File: config.mk
export PLATFORM = sky130hd
export DESIGN_NAME = credit_admission_scheduler_core
export DESIGN_NICKNAME = d
export VERILOG_FILES = /design/src/hw/rtl/cas_pkg.sv /design/src/hw/rtl/credit_admission_scheduler_core.sv /design/src/hw/rtl/cas_store.sv
export SDC_FILE = /design/constraint.sdc
export NUM_CORES = 2
export LEC_CHECK = 0
export ABC_CLOCK_PERIOD_IN_PS = 16090
export BUFFER_PORTS_ARGS = -buffer_cell sky130_fd_sc_hd__buf_4
export CORE_MARGIN = 2
export CORE_UTILIZATION = 55
export DETAILED_ROUTE_END_ITERATION = 8
export PLACE_DENSITY = 0.71
export SLEW_MARGIN = 20
export SYNTH_ARGS = -nofsm -noshare
export SYNTH_HDL_FRONTEND = slang
export SYNTH_SLANG_ARGS = --single-unit
File: constraint.sdc
create_clock -name clk -period 16.09 [get_ports clk]
set_input_delay 3.218 -clock clk [delete_from_list [all_inputs] [get_ports clk]]
set_output_delay 3.218 -clock clk [all_outputs]
set_load 0.05 [all_outputs]
File: src/hw/rtl/cas_pkg.sv
// ----------------------------------------------------------------------------
// Credit admission scheduler package
// Shared types, constants and codes for the scheduler core.
// ----------------------------------------------------------------------------
package cas_pkg;

  localparam int QueuesDefault    = 4;
  localparam int FifoDepthDefault = 8;

  localparam logic [23:0] CreditPerTickReset  = 24'd400000;
  localparam logic [2:0]  QueuesInUseReset    = 3'd1;
  localparam logic [7:0]  SendQueueLimitReset = 8'd64;
  localparam logic [3:0]  FifoLimitReset      = 4'd8;

  typedef enum logic [1:0] {
    CMD_ENQUEUE  = 2'd0,
    CMD_TICK     = 2'd1,
    CMD_COMPLETE = 2'd2,
    CMD_PASS     = 2'd3
  } cmd_t;

  typedef enum logic [1:0] {
    REG_CREDIT_PER_TICK  = 2'd0,
    REG_QUEUES_IN_USE    = 2'd1,
    REG_SEND_QUEUE_LIMIT = 2'd2,
    REG_FIFO_LIMIT       = 2'd3
  } reg_index_t;

  localparam logic [1:0] STATUS_OK        = 2'd0;
  localparam logic [1:0] STATUS_FIFO_FULL = 2'd1;
  localparam logic [1:0] STATUS_OVER_DONE = 2'd2;

  localparam logic KIND_ADMIT  = 1'b0;
  localparam logic KIND_STATUS = 1'b1;

  typedef enum logic [2:0] {
    ST_IDLE,
    ST_EXEC,
    ST_SCAN,
    ST_READ,
    ST_CHECK,
    ST_OUT
  } state_t;

  typedef struct packed {
    logic [1:0]  cmd;
    logic [1:0]  queue_sel;
    logic [31:0] req_length;
    logic [15:0] req_tag;
    logic [7:0]  done_count;
  } in_item_t;

  typedef struct packed {
    logic        kind;
    logic [1:0]  out_queue;
    logic [31:0] out_length;
    logic [15:0] out_tag;
    logic [1:0]  status;
    logic [31:0] credit_left;
    logic        last;
  } out_item_t;

endpackage

File: src/hw/rtl/credit_admission_scheduler_core.sv
// ----------------------------------------------------------------------------
// Credit admission scheduler core
// Enqueue, tick and completion run IDLE, EXEC, OUT; the input is ready again
// once the result transfer returns to IDLE. A pass goes from EXEC to SCAN,
// which skips each queue that cannot be tried; else READ and CHECK test its
// head request and admit it through OUT or, if it exceeds the credit, go on
// to the next queue. A closing status ends the pass. One item at a time; the
// store read port and the single credit compare set the pace. Synchronous
// reset clears pointers, counts, occupancy and credit, but not the store.
// ----------------------------------------------------------------------------
module credit_admission_scheduler_core import cas_pkg::*; #(
  parameter int QUEUES     = QueuesDefault,
  parameter int FIFO_DEPTH = FifoDepthDefault
) (
  input  logic      clk,
  input  logic      rst,
  input  logic      in_valid,
  output logic      in_ready,
  input  in_item_t  in_data,
  output logic      out_valid,
  input  logic      out_ready,
  output out_item_t out_data,
  input  logic      cfg_we,
  input  logic [1:0]  cfg_index,
  input  logic [23:0] cfg_wdata
);

  localparam int QW = (QUEUES > 1) ? $clog2(QUEUES) : 1;
  localparam int PW = $clog2(FIFO_DEPTH);
  localparam int CW = $clog2(FIFO_DEPTH + 1);
  localparam int AW = QW + PW;

  logic [23:0] credit_per_tick;
  logic [2:0]  queues_in_use;
  logic [7:0]  send_queue_limit;
  logic [3:0]  fifo_limit;

  logic [PW-1:0] fifo_head [QUEUES];
  logic [PW-1:0] fifo_tail [QUEUES];
  logic [CW-1:0] fifo_count [QUEUES];
  logic [7:0]    send_occupancy [QUEUES];
  logic [31:0]   credit;

  state_t   state, state_next;
  in_item_t item;
  logic [QW-1:0] qi;
  logic [4:0]    nq;
  out_item_t     obuf;

  logic          st_wr;
  logic [AW-1:0] st_rd_addr;
  logic [47:0]   st_rd;

  logic       q_ok;
  logic [7:0] cap;
  logic [QW-1:0] sel_q;
  logic       can_try;
  logic [32:0] tick_sum;
  logic [31:0] tick_sat;
  logic [4:0]  qi_ext;
  logic        scan_end;
  logic        last_q;
  logic        too_long;
  logic [1:0]  exec_status;
  logic [1:0]  exec_queue;
  logic [31:0] exec_credit;

  assign q_ok  = {30'd0, item.queue_sel} < 32'(QUEUES);
  assign sel_q = QW'(item.queue_sel);
  assign cap   = ({4'd0, fifo_limit} < 8'(FIFO_DEPTH)) ? {4'd0, fifo_limit}
                                                       : 8'(FIFO_DEPTH);
  assign nq    = ({2'd0, queues_in_use} < 5'(QUEUES)) ? {2'd0, queues_in_use}
                                                     : 5'(QUEUES);
  assign can_try = fifo_count[qi] != '0 && credit != 32'd0 &&
                   send_occupancy[qi] < send_queue_limit;
  assign tick_sum = {1'b0, credit} + {9'd0, credit_per_tick};
  assign tick_sat = tick_sum[32] ? 32'hFFFF_FFFF : tick_sum[31:0];

  assign qi_ext   = {{(5-QW){1'b0}}, qi};
  assign scan_end = qi_ext >= nq;
  assign last_q   = qi_ext + 5'd1 >= nq;
  assign too_long = st_rd[47:16] > credit;

  assign st_wr = state == ST_EXEC && item.cmd == CMD_ENQUEUE && q_ok &&
                 8'(fifo_count[sel_q]) < cap;
  assign st_rd_addr = {qi, fifo_head[qi]};

  cas_store #(.AW(AW)) u_store (
    .clk     (clk),
    .wr_en   (st_wr),
    .wr_addr ({sel_q, fifo_tail[sel_q]}),
    .wr_data ({item.req_length, item.req_tag}),
    .rd_addr (st_rd_addr),
    .rd_data (st_rd)
  );

  always_ff @(posedge clk) begin
    if (rst) begin
      credit_per_tick  <= CreditPerTickReset;
      queues_in_use    <= QueuesInUseReset;
      send_queue_limit <= SendQueueLimitReset;
      fifo_limit       <= FifoLimitReset;
    end else if (cfg_we) begin
      unique case (reg_index_t'(cfg_index))
        REG_CREDIT_PER_TICK:  credit_per_tick  <= cfg_wdata;
        REG_QUEUES_IN_USE:    queues_in_use    <= cfg_wdata[2:0];
        REG_SEND_QUEUE_LIMIT: send_queue_limit <= cfg_wdata[7:0];
        REG_FIFO_LIMIT:       fifo_limit       <= cfg_wdata[3:0];
        default: ;
      endcase
    end
  end

  always_comb begin
    exec_status = STATUS_OK;
    exec_queue  = item.queue_sel;
    exec_credit = credit;
    unique case (cmd_t'(item.cmd))
      CMD_ENQUEUE: begin
        if (!st_wr) exec_status = STATUS_FIFO_FULL;
      end
      CMD_TICK: begin
        exec_queue  = '0;
        exec_credit = tick_sat;
      end
      CMD_COMPLETE: begin
        if (q_ok && item.done_count > send_occupancy[sel_q]) begin
          exec_status = STATUS_OVER_DONE;
        end
      end
      default: ;
    endcase
  end

  always_comb begin
    state_next = state;
    unique case (state)
      ST_IDLE:  if (in_valid) state_next = ST_EXEC;
      ST_EXEC:  state_next = (item.cmd == CMD_PASS) ? ST_SCAN : ST_OUT;
      ST_SCAN: begin
        if (scan_end || (!can_try && last_q)) state_next = ST_OUT;
        else if (can_try) state_next = ST_READ;
        else state_next = ST_SCAN;
      end
      ST_READ:  state_next = ST_CHECK;
      ST_CHECK: state_next = (too_long && !last_q) ? ST_SCAN : ST_OUT;
      ST_OUT: begin
        if (out_ready) state_next = obuf.last ? ST_IDLE : ST_SCAN;
      end
      default:  state_next = ST_IDLE;
    endcase
  end

  always_comb begin
    in_ready  = state == ST_IDLE;
    out_valid = state == ST_OUT;
    out_data  = obuf;
  end

  always_ff @(posedge clk) begin
    if (rst) begin
      state  <= ST_IDLE;
      credit <= '0;
      qi     <= '0;
      for (int i = 0; i < QUEUES; i++) begin
        fifo_head[i]      <= '0;
        fifo_tail[i]      <= '0;
        fifo_count[i]     <= '0;
        send_occupancy[i] <= '0;
      end
    end else begin
      state <= state_next;
      unique case (state)
        ST_IDLE: begin
          if (in_valid) begin
            item <= in_data;
          end
        end
        ST_EXEC: begin
          obuf <= '{kind: KIND_STATUS, out_queue: exec_queue, out_length: '0,
                    out_tag: '0, status: exec_status, credit_left: exec_credit,
                    last: 1'b1};
          unique case (cmd_t'(item.cmd))
            CMD_ENQUEUE: begin
              if (st_wr) begin
                fifo_tail[sel_q] <= (fifo_tail[sel_q] == PW'(FIFO_DEPTH - 1)) ? '0
                                    : fifo_tail[sel_q] + 1'b1;
                fifo_count[sel_q] <= fifo_count[sel_q] + 1'b1;
              end
            end
            CMD_TICK: begin
              credit <= tick_sat;
            end
            CMD_COMPLETE: begin
              if (q_ok) begin
                if (item.done_count > send_occupancy[sel_q]) begin
                  send_occupancy[sel_q] <= '0;
                end else begin
                  send_occupancy[sel_q] <= send_occupancy[sel_q] - item.done_count;
                end
              end
            end
            CMD_PASS: begin
              qi <= '0;
            end
            default: ;
          endcase
        end
        ST_SCAN: begin
          if (scan_end || (!can_try && last_q)) begin
            obuf <= '{kind: KIND_STATUS, out_queue: '0, out_length: '0, out_tag: '0,
                      status: STATUS_OK, credit_left: credit, last: 1'b1};
          end else if (!can_try) begin
            qi <= qi + 1'b1;
          end
        end
        ST_READ: ;
        ST_CHECK: begin
          if (too_long) begin
            if (last_q) begin
              obuf <= '{kind: KIND_STATUS, out_queue: '0, out_length: '0,
                        out_tag: '0, status: STATUS_OK, credit_left: credit,
                        last: 1'b1};
            end else begin
              qi <= qi + 1'b1;
            end
          end else begin
            credit <= credit - st_rd[47:16];
            send_occupancy[qi] <= send_occupancy[qi] + 8'd1;
            fifo_head[qi] <= (fifo_head[qi] == PW'(FIFO_DEPTH - 1)) ? '0
                             : fifo_head[qi] + 1'b1;
            fifo_count[qi] <= fifo_count[qi] - 1'b1;
            obuf <= '{kind: KIND_ADMIT, out_queue: 2'(qi), out_length: st_rd[47:16],
                      out_tag: st_rd[15:0], status: STATUS_OK,
                      credit_left: credit - st_rd[47:16], last: 1'b0};
          end
        end
        ST_OUT: ;
        default: ;
      endcase
    end
  end

  a_ready_idle: assert property (@(posedge clk) disable iff (rst)
    in_ready |-> !out_valid) else $error("ready while result pending");
  a_admit_not_last: assert property (@(posedge clk) disable iff (rst)
    out_valid && out_data.kind == KIND_ADMIT |-> !out_data.last)
    else $error("admitted item marked last");
  a_credit_drop: assert property (@(posedge clk) disable iff (rst)
    $past(state) == ST_CHECK && out_valid && out_data.kind == KIND_ADMIT
    |-> credit == out_data.credit_left) else $error("credit mismatch");

endmodule

File: src/hw/rtl/cas_store.sv
// ----------------------------------------------------------------------------
// Request store
// One memory holding the length and tag of every waiting request.
// ----------------------------------------------------------------------------
module cas_store import cas_pkg::*; #(
  parameter int AW = 5
) (
  input  logic          clk,
  input  logic          wr_en,
  input  logic [AW-1:0] wr_addr,
  input  logic [47:0]   wr_data,
  input  logic [AW-1:0] rd_addr,
  output logic [47:0]   rd_data
);

  logic [47:0] mem [2**AW];

  always_ff @(posedge clk) begin
    if (wr_en) begin
      mem[wr_addr] <= wr_data;
    end
    rd_data <= mem[rd_addr];
  end

endmodule

After elaboration in Yosys (flattened, before gate mapping)
Memories as Yosys holds them, arrays and structs flattened. A register that Yosys moved wholly into a read port is not among the register bits.
Cells that the tools add are included.
{"block": "totals", "reg_bits": 222, "latch_bits": 0, "ramBits": 1608, "romBits": 0, "input_bits": 91, "out_inout_bits": 88, "elab_cells": 178, "memories": 5}
{"name": "u_store.mem", "depth": 32, "width": 48, "read_ports": 1, "rd_clocked_by_memory_dff": 1, "write_ports": 1, "line": "cas_store.sv:16", "rtl": "logic [47:0] mem [2**AW];"}
{"name": "send_occupancy", "depth": 4, "width": 8, "read_ports": 2, "rd_clocked_by_memory_dff": 2, "write_ports": 4, "line": "credit_admission_scheduler_core.sv:41", "rtl": "logic [7:0] send_occupancy [QUEUES];"}
{"name": "fifo_count", "depth": 4, "width": 4, "read_ports": 2, "rd_clocked_by_memory_dff": 2, "write_ports": 4, "line": "credit_admission_scheduler_core.sv:40", "rtl": "logic [CW-1:0] fifo_count [QUEUES];"}
{"name": "fifo_head", "depth": 4, "width": 3, "read_ports": 1, "rd_clocked_by_memory_dff": 1, "write_ports": 4, "line": "credit_admission_scheduler_core.sv:38", "rtl": "logic [PW-1:0] fifo_head [QUEUES];"}
{"name": "fifo_tail", "depth": 4, "width": 3, "read_ports": 1, "rd_clocked_by_memory_dff": 1, "write_ports": 4, "line": "credit_admission_scheduler_core.sv:39", "rtl": "logic [PW-1:0] fifo_tail [QUEUES];"}
{"block": "classes", "add_sub_neg": 10, "mul": 0, "div": 0, "n_lt_le_gt_ge": 8, "eq_ne": 23, "shifts": 0, "muxes": 80, "n_bitwise": 2, "reduce_logical": 31}
{"cell": "86-bit two-way mux", "count": 3}
{"cell": "86-bit one-hot mux with 3 select lines", "count": 1}
{"cell": "32-bit two-way mux", "count": 3}
{"cell": "32-bit one-hot mux with 2 select lines", "count": 1}
{"cell": "2-bit two-way mux", "count": 23}
{"cell": "32-bit by 24-bit adder with 33-bit output", "count": 1}
{"cell": "32-bit > comparator", "count": 1}
{"cell": "32-bit nonzero test", "count": 1}
{"cell": "32-bit subtractor", "count": 1}
{"cell": "1-bit two-way mux", "count": 30}
{"cell": "3-bit two-way mux", "count": 10}
{"cell": "8-bit two-way mux", "count": 3}
{"cell": "3-bit one-hot mux with 6 select lines", "count": 1}
{"cell": "8-bit OR reduction", "count": 2}
{"cell": "2-bit inequality test, second input constant", "count": 7}
{"cell": "3-bit equality test, second input constant", "count": 4}
{"cell": "4-bit two-way mux", "count": 3}
{"cell": "2-bit AND reduction", "count": 6}
{"cell": "8-bit by 1-bit adder with 8-bit output, second input constant", "count": 1}
{"cell": "2-bit equality test, second input constant", "count": 4}
{"cell": "8-bit > comparator", "count": 1}
{"cell": "8-bit less-than comparator", "count": 1}
{"cell": "4-bit OR reduction", "count": 2}
{"cell": "8-bit subtractor", "count": 1}
{"cell": "31 further kinds", "count": 43}

Depth between registers and ports, before layout
{"block": "depth", "depth_word": 12, "depth_mapped": 16, "depth_no_buf": 14}

Modules after synthesis
A second synthesis with hierarchy kept.
{"block": "hier_totals", "cells_unflattened": 4914, "area_unflattened_um2": 77088.9}
{"module": "cas_store", "n_inst": 1, "cells_per_inst": 3364, "area_per_inst_um2": 60724.5, "seq_area_each_um2": 47085.2}
{"module": "credit_admission_scheduler_core", "n_inst": 1, "cells_per_inst": 1550, "area_per_inst_um2": 16364.4, "seq_area_each_um2": 8117.8}

Least setup slack after synthesis
No wires, ideal clock.
{"block": "synth_path", "kind": "input-to-reg", "startpoint": "in rst", "endpoint": "reg obuf, in the netlist out_data[10] (enable)", "setup_ns": 0.650, "t_arrival_ns": 9.849, "required_time_ns": 15.440, "setup_slack_ns": 5.590, "cell_stages": 3, "path_buffers": 2, "path_cell_list": "clkbuf_1 -> clkbuf_1 -> nor3b_1"}
{"block": "synth_between", "elab_chain_cells": 2}
{"item": "start: declaration", "line": "credit_admission_scheduler_core.sv:16", "rtl": "input logic rst,"}
{"item": "1-bit inverter (no source line)"}
{"item": "4-bit AND reduction (no source line)"}
{"item": "end signal: assignment", "line": "credit_admission_scheduler_core.sv:180", "rtl": "obuf <= '{kind: KIND_STATUS, out_queue: exec_queue, out_length: '0,"}
{"item": "end signal: assignment", "line": "credit_admission_scheduler_core.sv:211", "rtl": "obuf <= '{kind: KIND_STATUS, out_queue: '0, out_length: '0, out_tag: '0,"}
{"item": "end signal: assignment", "line": "credit_admission_scheduler_core.sv:221", "rtl": "obuf <= '{kind: KIND_STATUS, out_queue: '0, out_length: '0,"}
{"item": "end: declaration", "line": "credit_admission_scheduler_core.sv:48", "rtl": "out_item_t obuf;"}
No other way between the ends.
A chain may end at the register's enable or synchronous reset.

==> metrics.csv <==
stage,metric,value,unit
status,status,completed,
sta,sum of negative setup slack,0,ns
pwr,Worst VDD drop,0.134,mV
critical_path,reg2reg path depth,7,
synthesis,"Net Count, Synth",4036,
sta,Slew headroom,23.6,%
global_routing,first-pass GRT wire length,270000,µm
critical_path,cells along the critical path,"mux4_4, buf_12, buf_4, buf_12, mux4_2, mux4_2, mux2_2",
detailed_routing,WL final,187000,µm
layout,design area,0.0850,mm²
layout,fillers,9221,
cts,post-CTS setup buffers,0,
global_routing,initial antenna violation count,2,
synthesis,Mapped Area,0.0755,mm²
detailed_routing,drt via density,6.56,
detailed_routing,number of DRC markers in iteration 0,4904,
sta,Fmax,170,MHz
critical_path,CP max-delay cell,mux4_4,
pwr,Combinational Power Share,13.4,%
synthesis,top area cells in the synthesized netlist,"edfxtp_1, mux4_2, dfxtp_1, ha_1, nor2_1",
pwr,Reg power frac,49.8,%
cts,clk_lat worst skew,0.84,ns
synthesis,top cell type's share of synthesized area,69.7,%
global_routing,GRT overflow,0,
synthesis,post-synthesis cell type count,73,
detailed_routing,DRT Pass-1 Iters,8,
sta,fin. max-slew vios,0,
synthesis,Post-synth top cells,"edfxtp_1, mux4_2, nor2_1",
cts,CTS resizes,0,
detailed_routing,vias,39500,
synthesis,Post-Synthesis Cells,3853,
die,die width,374,µm
sta,WHS,0.461,ns
synthesis,syn_area_per_cell,19.6,µm²
die,cell row count,135,
critical_path,flop2flop setup slack,10.20,ns
global_routing,vias in the first global route,38900,
global_routing,Tot GR Track Use,26.8,%
run,max_cap viols,0,
place,PortBufs,178,
die,Total Die Area,0.140,mm²
cts,CTS tree,yes,
cts,clock sink count,1881,
hold_path,Hold Path Class,reg2reg,
critical_path,crit end category,register,
die,Starting Density,55.6,%
hold_path,worst hold path cell count,2,
synthesis,XOR/XNOR share of the synthesized area,0.789,%
die,io pins,179,
pwr,internal power,8.63,mW
critical_path,FF-to-FF End,u_store.rd_data[8],
pwr,Static Leak,27.5,nW
detailed_routing,DRC,0,
sta,Final setup viols,0,
cts,number of hold buffers added after cts,0,
detailed_routing,remaining antenna violation count,0,
synthesis,#FFs+latches synth,1881,
place,dpl ws,9.49,ns
critical_path,crit-path max cell delay,1.06,ns
layout,layout cells sized above 1,26.4,%
cts,Clock transition at path regs,0.06,ns
place,Area after DPL,0.0791,mm²
cts,clock tree root buffer cell,clkbuf_16,
synthesis,adder-cell share of the synthesized area,1.55,%
synthesis,multiplexer area fraction after synthesis,16.0,%
critical_path,Startpoint Class,register,
critical_path,"delay-heaviest family, CP",multiplexers,
pwr,clock power share,36.7,%
critical_path,CP Class,reg2reg,
synthesis,sequential area share after synthesis,73.1,%
layout,nets@finish,4273,
synthesis,largest family of logic cells by synthesized area,multiplexers,
synthesis,Post-synth ARST share,0,%
sta,PnR worst setup slack,10.20,ns
synthesis,Post-synth EDFFs,1753,
layout,Layout Cells excl Fill,6023,
layout,area growth from synthesis to layout,12.5,%
synthesis,Post-Synth Simple-Gate Area,3.32,%
sta,final cycle utilization of the critical path,36.6,%
place,Placed Instances,5686,
synthesis,top cell type by total area after synthesis,edfxtp_1,
critical_path,critical path data required time,16.81,ns
critical_path,worst-path fanout max,112,
sta,Worst Tran Pin Value,1.15,ns
cts,clock buffer depth,3,
layout,area occupied by multi-input gates,0.0193,mm²
sta,Tmin final,5.89,ns
place,Routability Congestion,0.933,
sta,Hold Fails Final Rpt,0,
pwr,Tot Pwr,11.6,mW
pwr,switching power share of the total,25.4,%
global_routing,largest net degree at the start of global routing,147,
synthesis,yosys warns,0,
cts,cts bufs inserted,183,
layout,post-layout util,62.6,%
die,die height,374,µm
die,area of the core,0.136,mm²
detailed_routing,wire per inst,31.1,µm
critical_path,Arrival @ worst endpoint,6.61,ns
layout,Sequential cell area,0.0552,mm²
critical_path,worst path bufs/invs,3,
synthesis,Synth Flop Type,edfxtp_1,
synthesis,compound-gate portion of the synthesized area,3.51,%
hold_path,worst min-delay path startpoint,send_queue_limit[7],
synthesis,top-count cell post-synth,edfxtp_1,
layout,Ant. Diodes,0,
hold_path,worst hold endpoint,send_queue_limit[7],
pwr,Psw,2.93,mW
sta,unrepaired setup endpoints after global routing,false,
cts,H-tree depth,4,
sta,Clock Skew,0.0485,ns
place,DPL Wire Length,98600,µm
pwr,Pwr Density,136,mW/mm²
==> layout by cell type, fill, tap and decap left out, types with 58 or more instances in the layout <==
cell	n
nand2_1	169
clkbuf_16	185
buf_4	236
edfxtp_1	1753
nor2_1	173
ha_1	89
inv_1	102
o21ai_0	58
a21oi_1	116
dfxtp_1	125
mux4_2	507
==> tightest hold or removal path, delay by kind of cell (launching register included) <==
kind | cells | cell delay (ns)
AOI/OAI and AO/OA | 1 | 0.05
DFF | 1 | 0.31
and+or+nand+nor | 1 | 0.05
==> flip-flops by register name, indices dropped and copies added (netlist names), named ones only <==
| signal | cells |
|---|---|
| u_store.mem | 1536 |
| out_data | 85 |
| item | 58 |
| u_store.rd_data | 48 |
| credit | 32 |
| send_occupancy | 32 |
| credit_per_tick | 24 |
| fifo_count | 16 |
| fifo_head | 12 |
| fifo_tail | 12 |
| send_queue_limit | 8 |
| fifo_limit | 4 |
| queues_in_use | 3 |
| state | 3 |
| qi | 2 |
| sel_q | 2 |
==> cell type report <==
cell class,instances,area share (%)
clock inverter,94,1.23
multi-input combinational,1676,22.8
sequential,1881,65.0
timing repair buffer,242,2.22
inverter,106,0.471
tap,1781,2.62
clock buffer,243,5.73
==> power by group through the flow <==
stage                     logic [mW]  registers, mW  clock network [mW]
final                           1.56           5.76                4.25
after global routing            1.66           5.78                4.49
after CTS                       1.55           5.76                4.30
after detailed placement        1.54           5.86                   0
after global placement          1.52           5.85                   0
after floorplan                0.986           5.93                   0
==> cells by family after synthesis <==
kind of cell	after synthesis
flip-flops	1881
multiplexers	567
AND/OR/NAND/NOR	556
buffers and inverters	296
adder cells (fa/ha/maj)	92
XOR/XNOR	68
AO/OA/AOI/OAI	393
==> metal layers <==
| layer | up-vias | GRT usage, % | share of wire, % |
|---|---|---|---|
| li1 | 16300 | - | - |
| met1 | 20800 | 38.5 | 40 |
| met2 | 2200 | 42.2 | 48 |
| met3 | 317 | 5.42 | 9.9 |
| met4 | 0 | 8.19 | 2.8 |
| met5 | - | 0 | 0 |
==> worst max path at each step <==
stage | start | cells after the start | slack [ns] | end
finish | register | 7 | 10.20 | u_store.rd_data[8]
CTS | register | 7 | 9.47 | u_store.rd_data[23]
global route | register | 7 | 9.73 | u_store.rd_data[8]
detailed placement | register | 7 | 9.49 | u_store.rd_data[23]
floorplan | rst | 3 | 5.59 | out_data[10]
global placement | register | 7 | 9.60 | u_store.rd_data[27]
(Power assumes the default switching activity.)
